===== config.mk =====
export PLATFORM = sky130hd
export DESIGN_NAME = goch_fifo
export DESIGN_NICKNAME = d
export VERILOG_FILES = /design/src/rtl/goch_pkg.sv /design/src/rtl/goch_fifo.sv
export SDC_FILE = /design/constraint.sdc
export NUM_CORES = 1
export LEC_CHECK = 0
export BUFFER_PORTS_ARGS = -buffer_cell sky130_fd_sc_hd__buf_2
export CAP_MARGIN = 20
export CORE_ASPECT_RATIO = 1.25
export CORE_MARGIN = 5
export CORE_UTILIZATION = 30
export DETAILED_ROUTE_END_ITERATION = 10
export GPL_ROUTABILITY_DRIVEN = 0
export PLACE_DENSITY = 0.62
export SYNTH_ARGS = -nofsm -noshare
export SYNTH_HDL_FRONTEND = slang
export SYNTH_SLANG_ARGS = --single-unit

===== constraint.sdc =====
create_clock -name clk_i -period 3.6 [get_ports clk_i]
set_clock_uncertainty 0.2 [all_clocks]
set_input_delay 0.18 -clock clk_i [delete_from_list [all_inputs] [get_ports clk_i]]
set_output_delay 0.18 -clock clk_i [all_outputs]
set_load 0.03 [all_outputs]

===== src/rtl/goch_pkg.sv =====
// Shared types and constants for the gradient orientation cell histogram.
// Holds command codes, transaction structs, state enums and boundary directions.
package goch_pkg;

  typedef enum logic [1:0] {
    CMD_PUSH  = 2'd0,
    CMD_READ  = 2'd1,
    CMD_CLEAR = 2'd2,
    CMD_NONE  = 2'd3
  } cmd_e;

  typedef struct packed {
    cmd_e       command;
    logic [7:0] pixel;
    logic [9:0] bin_index;
  } in_t;

  typedef struct packed {
    logic [20:0] bin_value;
    logic        frame_done;
  } out_t;

  localparam int          BIN_COUNT   = 9;
  localparam int          QUEUE_DEPTH = 2;
  localparam int          VAL_W       = 21;
  localparam logic [20:0] BIN_MAX     = 21'h1FFFFF;

  localparam logic REG_CELLS_ACROSS = 1'b0;
  localparam logic REG_CELLS_DOWN   = 1'b1;

  typedef enum logic [2:0] {
    F_IDLE, F_PIX, F_PIX2, F_WAIT, F_RDATA, F_CLRW
  } front_e;

  typedef enum logic [2:0] {
    B_CLEAR, B_IDLE, B_SQ, B_CALC, B_READ, B_WRITE
  } back_e;

  typedef struct packed {
    logic rd_req;
    logic clr_req;
  } bk_req_t;

  function automatic logic signed [31:0] dir_c(input logic lower, input logic [1:0] k);
    logic signed [31:0] v;
    v = '0;
    unique case ({lower, k})
      3'd0: v = 32'sd822533959;
      3'd1: v = 32'sd186453311;
      3'd2: v = -32'sd536870912;
      3'd3: v = -32'sd1008987269;
      3'd4: v = 32'sd1008987269;
      3'd5: v = 32'sd536870912;
      3'd6: v = -32'sd186453311;
      3'd7: v = -32'sd822533959;
      default: v = '0;
    endcase
    return v;
  endfunction

  function automatic logic signed [31:0] dir_s(input logic lower, input logic [1:0] k);
    logic signed [31:0] v;
    v = '0;
    unique case ({lower, k})
      3'd0: v = 32'sd690187940;
      3'd1: v = 32'sd1057429273;
      3'd2: v = 32'sd929887697;
      3'd3: v = 32'sd367241333;
      3'd4: v = 32'sd367241333;
      3'd5: v = 32'sd929887697;
      3'd6: v = 32'sd1057429273;
      3'd7: v = 32'sd690187940;
      default: v = '0;
    endcase
    return v;
  endfunction

endpackage


===== src/rtl/goch_fifo.sv =====
// Short queue of accumulate operations between front and back.
// Depends on goch_pkg for its depth.
module goch_fifo #(
  parameter int WIDTH = 30
) (
  input  logic             clk_i,
  input  logic             rst_ni,
  input  logic             push_i,
  input  logic [WIDTH-1:0] data_i,
  input  logic             pop_i,
  output logic [WIDTH-1:0] data_o,
  output logic             empty_o,
  output logic             full_o
);
  localparam int PW = (goch_pkg::QUEUE_DEPTH > 1) ? $clog2(goch_pkg::QUEUE_DEPTH) : 1;
  localparam int NW = $clog2(goch_pkg::QUEUE_DEPTH + 1);

  logic [WIDTH-1:0] mem_q [goch_pkg::QUEUE_DEPTH];
  logic [PW-1:0]    wr_q, wr_d, rd_q, rd_d;
  logic [NW-1:0]    cnt_q, cnt_d;
  logic             do_push, do_pop;

  assign empty_o = (cnt_q == '0);
  assign full_o  = (cnt_q == NW'(goch_pkg::QUEUE_DEPTH));
  assign do_push = push_i && !full_o;
  assign do_pop  = pop_i && !empty_o;
  assign data_o  = mem_q[rd_q];

  always_comb begin
    wr_d  = wr_q;
    rd_d  = rd_q;
    cnt_d = cnt_q;
    if (do_push) begin
      wr_d = (wr_q == PW'(goch_pkg::QUEUE_DEPTH - 1)) ? '0 : wr_q + 1'b1;
    end
    if (do_pop) begin
      rd_d = (rd_q == PW'(goch_pkg::QUEUE_DEPTH - 1)) ? '0 : rd_q + 1'b1;
    end
    if (do_push && !do_pop) begin
      cnt_d = cnt_q + 1'b1;
    end else if (do_pop && !do_push) begin
      cnt_d = cnt_q - 1'b1;
    end
  end

  always_ff @(posedge clk_i or negedge rst_ni) begin
    if (!rst_ni) begin
      wr_q  <= '0;
      rd_q  <= '0;
      cnt_q <= '0;
    end else begin
      wr_q  <= wr_d;
      rd_q  <= rd_d;
      cnt_q <= cnt_d;
    end
  end

  always_ff @(posedge clk_i) begin
    if (do_push) begin
      mem_q[wr_q] <= data_i;
    end
  end
endmodule


======== After elaboration in Yosys (flattened, before gate mapping) ========
Memory sizes are Yosys's and may differ from the RTL's.
Cells that the tools add are included.
cells by class
  $add $sub $neg .......................... 4
  eq/ne operators ......................... 1
  multiplexer cells ....................... 6
  reductions and logical operators ........ 10
operator list
  operator             number
  $logic_and 1x1->1    4
  $logic_not 1->1      4
  $mux 1               4
  $mux 2               2
  $add 1x1->1 const B  2
  $add 2x1->2 const B  1
  $eq 2x2->1 const B   1
  $logic_not 2->1      1
  $reduce_bool 2->1    1
  $sub 2x1->2 const B  1
word-level totals
  flip-flop bits (word level) ............. 4
  bits in writable memories ............... 60
  input bits .............................. 34
  output and inout bits ................... 32
  word-level logic and storage cells ...... 25
  memories ................................ 1
memory list
  name   words  bits a word  rd ports  clocked after memory_dff  wr ports  line             text
  mem_q  2      30           1         0                         1         goch_fifo.sv:18  logic [WIDTH-1:0] mem_q [goch_pkg::QUEUE_DEPTH];

======== Depth between registers and ports, before layout ========
  depth after elaboration ................. 7
  depth in mapped cells ................... 7
  depth with buffers taken out ............ 7

======== Worst setup path before layout ========
OpenSTA, ideal clock, no wires.
  path kind ............................... register -> register
  from .................................... register cnt_q[0]
  to ...................................... memory mem_q[0][0] (enable)
  library setup time ...................... 417 ps
  arrival time ............................ 1,914 ps
  data required time ...................... 2,983 ps
  slack ................................... 1,069 ps
  stages on the path, launching flop included .. 4
  path buffers ............................ 0
  clock period less this slack ............ 2,531 ps
  path through ............................ dfrtp_1 -> nand2b_1 -> nand2_2 -> nor2_1
between the ends
  word-level cells in the longest chain between the ends .. 5
RTL lines
  item                          line             text
  start, declared               goch_fifo.sv:20  logic [NW-1:0] cnt_q, cnt_d;
  start signal, assigned        goch_fifo.sv:54  cnt_q <= cnt_d;
  $eq 2x2->1                    goch_fifo.sv:24  assign full_o = (cnt_q == NW'(goch_pkg::QUEUE_DEPTH));
  $logic_not 1->1               goch_fifo.sv:25  assign do_push = push_i && !full_o;
  $logic_and 1x1->1             goch_fifo.sv:25
  $mux 1                        goch_fifo.sv:59  if (do_push) begin
  $mux 1 (not written as such)  goch_fifo.sv:60  mem_q[wr_q] <= data_i;
  end, declared                 goch_fifo.sv:18
Every way passes these cells.

======== Worst setup path in the final report ========
  from .................................... register rd_q
  to ...................................... output data_o[7]
between the ends
  word-level cells in the longest chain between the ends .. 1
RTL lines
  item                    line             text
  start, declared         goch_fifo.sv:19  logic [PW-1:0] wr_q, wr_d, rd_q, rd_d;
  start signal, assigned  goch_fifo.sv:53  rd_q <= rd_d;
  $mem_v2 2x30            n/a
  end, declared           goch_fifo.sv:11  output logic [WIDTH-1:0] data_o,
Every way passes these cells.

==> out/qor.log <==
[power] Net Sw Power 0.9661 mW
[setup_path] end of the worst register-to-register path mem_q[0][24]
[clocking] H-tree depth 3
[drt] average wire per standard cell 13.80 um
[timing] Final Hold Fails 0
[clocking] root buffer selected by CTS sky130_fd_sc_hd__clkbuf_8
[setup_path] Register-to-Register Path Depth 3
[power] fraction of power consumed by the clock network 20.1%
[die] Die Wd 91.34 um
[drt] total wirelength of the detailed-routed design 4442 um
[die] y dimension of the die 111.7 um
[clocking] number of buffers on the longest clock path 2
[clocking] buffers inserted by post-CTS timing repair 0
[clocking] Clock Sink Count 64
[layout] Area growth, synth to finish 38.22%
[drt] Detailed Route Iter0 Violations 32
[hold_path] Hold WC Path Type flip-flop to flip-flop
[placement] HPWL after DPL 2811 um
[layout] Non-Filler Instances 322
[global_routing] maximum number of pins on one net before global-route repair 32
[timing] Final WS setup 1.311 ns
[synth] warning count from the yosys run 0
[hold_path] Worst Min Path Start cnt_q[1]
[placement] DP Worst Slack 1.550 ns
[drt] wire length on met1 1771 um
[layout] layout filler cell count 739
[global_routing] number of antenna violations at the first check in global routing 0
[synth] number of instances in the synthesized netlist 112
[die] Ports 66
[die] placeable core region 8148 sq um
[clocking] clock-pin slew of the registers on the worst-case setup and hold paths 0.06 ns
[setup_path] data arrival time at the worst-slack endpoint 1.91 ns
[drt] number of nets still failing antenna checks after routing 0
[timing] setup repair after global routing missed its margin false
[setup_path] worst stage delay on the critical path 1.03 ns
[synth] synth unique cells 14
[setup_path] CP Cell Sequence mux2_1 -> buf_2
[run_status] result of the run completed
[power] Power per Cell Area 802.6 nW/um^2
[global_routing] vias in the first global route 1,501
[layout] antenna cell count 0
[setup_path] Required @ worst endpoint 3.22 ns
[global_routing] gr usage total 9.350%
[synth] sequential fraction of the synthesis area 76.65%
[timing] clock period minus final worst setup slack 2.289 ns
[drt] Vias per Instance 4.118
[timing] crit share post-route 63.58%
[power] fraction of power spent switching nets 35.10%
[layout] fraction of final layout cells with drive strength greater than 1 48.89%
[clocking] CTS resizes 0
[synth] number of nets in the synthesized netlist 147
[synth] Post-Synthesis Cell Area 2481 sq um
[placement] placed cells 272
[hold_path] hold path cells 1
[drt] sum of met3 wire segment lengths after detailed routing 241 um
[drt] routed length on met2 2330 um
[timing] normalized max-slew margin 33.37%
[timing] post-route setup TNS 0 ns
[global_routing] first-pass GRT wire length 7300 um
[die] effective utilization at floorplan 30.45%
[setup_path] Slowest-stage cell, CP sky130_fd_sc_hd__dfrtp_2
[setup_path] Setup Crit Path Kind flip-flop to primary output
[power] static leakage power 1.399 nW
[timing] Worst Max-Slew Pin Slew 0.9994 ns
[setup_path] type of element capturing the critical path primary output
[run] max-cap viol count 0
[synth] Yosys reg bits 64
[timing] number of endpoints failing setup at the final stage 0
[drt] highest metal layer with signal wires met4
[clocking] clock tree from TritonCTS done
[timing] highest clock rate 436.9 MHz
[drt] routed vias 1,326
[setup_path] startpoint of the worst setup timing path rd_q
[setup_path] sort of element at the start of the critical path flip-flop
[drt] DR DRC count 0
[clocking] clk_lat worst skew 0.32 ns
[die] DIE AREA 10,200 sq um
[layout] utilization of the core after routing 42.09%
[hold_path] destination of the worst hold path cnt_q[1]
[power] internal power 1.787 mW
[layout] net count of the finished layout 255
[setup_path] FF-to-FF setup slack 1.60 ns
[synth] mean instance size in the synthesized netlist 22.15 sq um
[power] worst-case vdd ir drop 0.5994 mV
[timing] Final Max Slew Viols 0
[setup_path] top fanout value on the critical path 31
[drt] number of iterations in the first detailed-routing pass 3
[power] Comb power frac 37.2%
[setup_path] startpoint of the worst register-to-register path cnt_q[0]
[die] std cell rows 37
[global_routing] leftover overflow at the end of global routing 0
[clocking] clock buffer count from CTS 9
[power] proportion of power drawn by flip-flops and latches 42.7%
[placement] number of buffers added on ports 65
## routing by layer
| metal | vias to the layer above | track usage [%] |
|---|---|---|
| met2 | 37 | 15.54 |
| met1 | 635 | 10.15 |
| li1 | 646 | - |
| met4 | 0 | 5.871 |
| met3 | 8 | 3.108 |
| met5 | - | 0 |
## layout make-up
type | instances | area [sq um] | area share, %
sequential | 64 | 1903 | 55.49
timing repair buffer | 100 | 673.1 | 19.63
multi-input combinational | 43 | 545.5 | 15.91
clock buffer | 11 | 131.4 | 3.831
tap | 97 | 121.4 | 3.539
clock inverter | 5 | 47.55 | 1.386
inverter | 2 | 7.507 | 0.2189
## cell families (layout without fill, tap and decap cells)
logic type               count (synthesis)  in the layout  share of synthesized area (%)
multiplexers                            30             30                          18.00
adder cells (fa/ha/maj)                  1              1                         0.5042
AND/OR/NAND/NOR                          6              6                          1.211
flip-flops                              64             64                          76.65
AO/OA/AOI/OAI                            1              1                         0.2015
XOR/XNOR                                 5              5                          1.765
buffers and inverters                    5            118                          1.664
## through the flow
| stage | total power, mW | hold WS [ns] | cell area, sq um |
|---|---|---|---|
| final | 2.753 | 0.3239 | 3430 |
| after global routing | 2.899 | 0.3558 | 3430 |
| after CTS | 2.809 | 0.3257 | 3430 |
| after detailed placement | 2.212 | -0.2068 | 2910 |
| after global placement | 2.197 | -0.2105 | 2910 |
| after floorplan | 1.956 | -0.3156 | 2481 |
## synth_stat cells
| master | number | share of area (%) |
|---|---|---|
| sky130_fd_sc_hd__edfxtp_1 | 60 | 73 |
| sky130_fd_sc_hd__mux2_4 | 29 | 18 |
| sky130_fd_sc_hd__dfrtp_1 | 4 | 4.0 |
| sky130_fd_sc_hd__buf_6 | 3 | 1.4 |
| sky130_fd_sc_hd__nor2_1 | 3 | 0.45 |
| sky130_fd_sc_hd__xnor2_1 | 3 | 1.1 |
| sky130_fd_sc_hd__inv_1 | 2 | 0.30 |
| sky130_fd_sc_hd__xor2_1 | 2 | 0.71 |
| sky130_fd_sc_hd__and3_1 | 1 | 0.25 |
| sky130_fd_sc_hd__ha_1 | 1 | 0.50 |
| sky130_fd_sc_hd__mux2_1 | 1 | 0.45 |
| sky130_fd_sc_hd__nand2_2 | 1 | 0.25 |
| sky130_fd_sc_hd__nand2b_1 | 1 | 0.25 |
| sky130_fd_sc_hd__o21ai_1 | 1 | 0.20 |
## critical path: cells and delay by family, from the launching register on
kind | cells | cell delay (ns)
mux | 1 | 0.38
flops | 1 | 1.03
buf+inv | 1 | 0.18
## repair_timing
item,in CTS,in global routing
endpoints found under the setup margin,0,0
hold buffers,34,0
hold endpoints to repair,66,0
## worst max path at each step
stage	end	slack, ns	cells past startpoint
6_report	data_o[7]	1.31	2
4_1_cts	data_o[7]	1.25	2
2_1_floorplan	mem_q[0][0]	1.07	3
5_1_grt	data_o[7]	1.20	2
3_5_place_dp	mem_q[0][19]	1.55	3
3_3_place_gp	data_o[7]	1.62	2
## placed cells by master (no fill, tap or decap), drive strengths merged
cell type | synthesis | final
and3 | 1 | 1
nor2 | 3 | 3
mux2 | 30 | 30
xnor2 | 3 | 3
clkinv | 0 | 4
buf | 3 | 66
dlygate4sd3 | 0 | 34
edfxtp | 60 | 60
nand2b | 1 | 1
dfrtp | 4 | 4
xor2 | 2 | 2
ha | 1 | 1
inv | 2 | 2
nand2 | 1 | 1
clkbuf | 0 | 11
bufinv | 0 | 1
o21ai | 1 | 1
## sequential cells by signal, summed over array words and instances (netlist names)
signal  count
mem_q      60
wr_q        1
rd_q        1
cnt_q       2
## power by group through the flow
| stage | clock (mW) | sequential (mW) | combinational, mW |
|---|---|---|---|
| finish | 0.555 | 1.18 | 1.02 |
| global route | 0.610 | 1.20 | 1.09 |
| CTS | 0.578 | 1.18 | 1.05 |
| detailed placement | 0 | 1.20 | 1.01 |
| global placement | 0 | 1.19 | 1.01 |
| floorplan | 0 | 1.09 | 0.865 |
No activity file was read; power rests on OpenSTA's default activity.
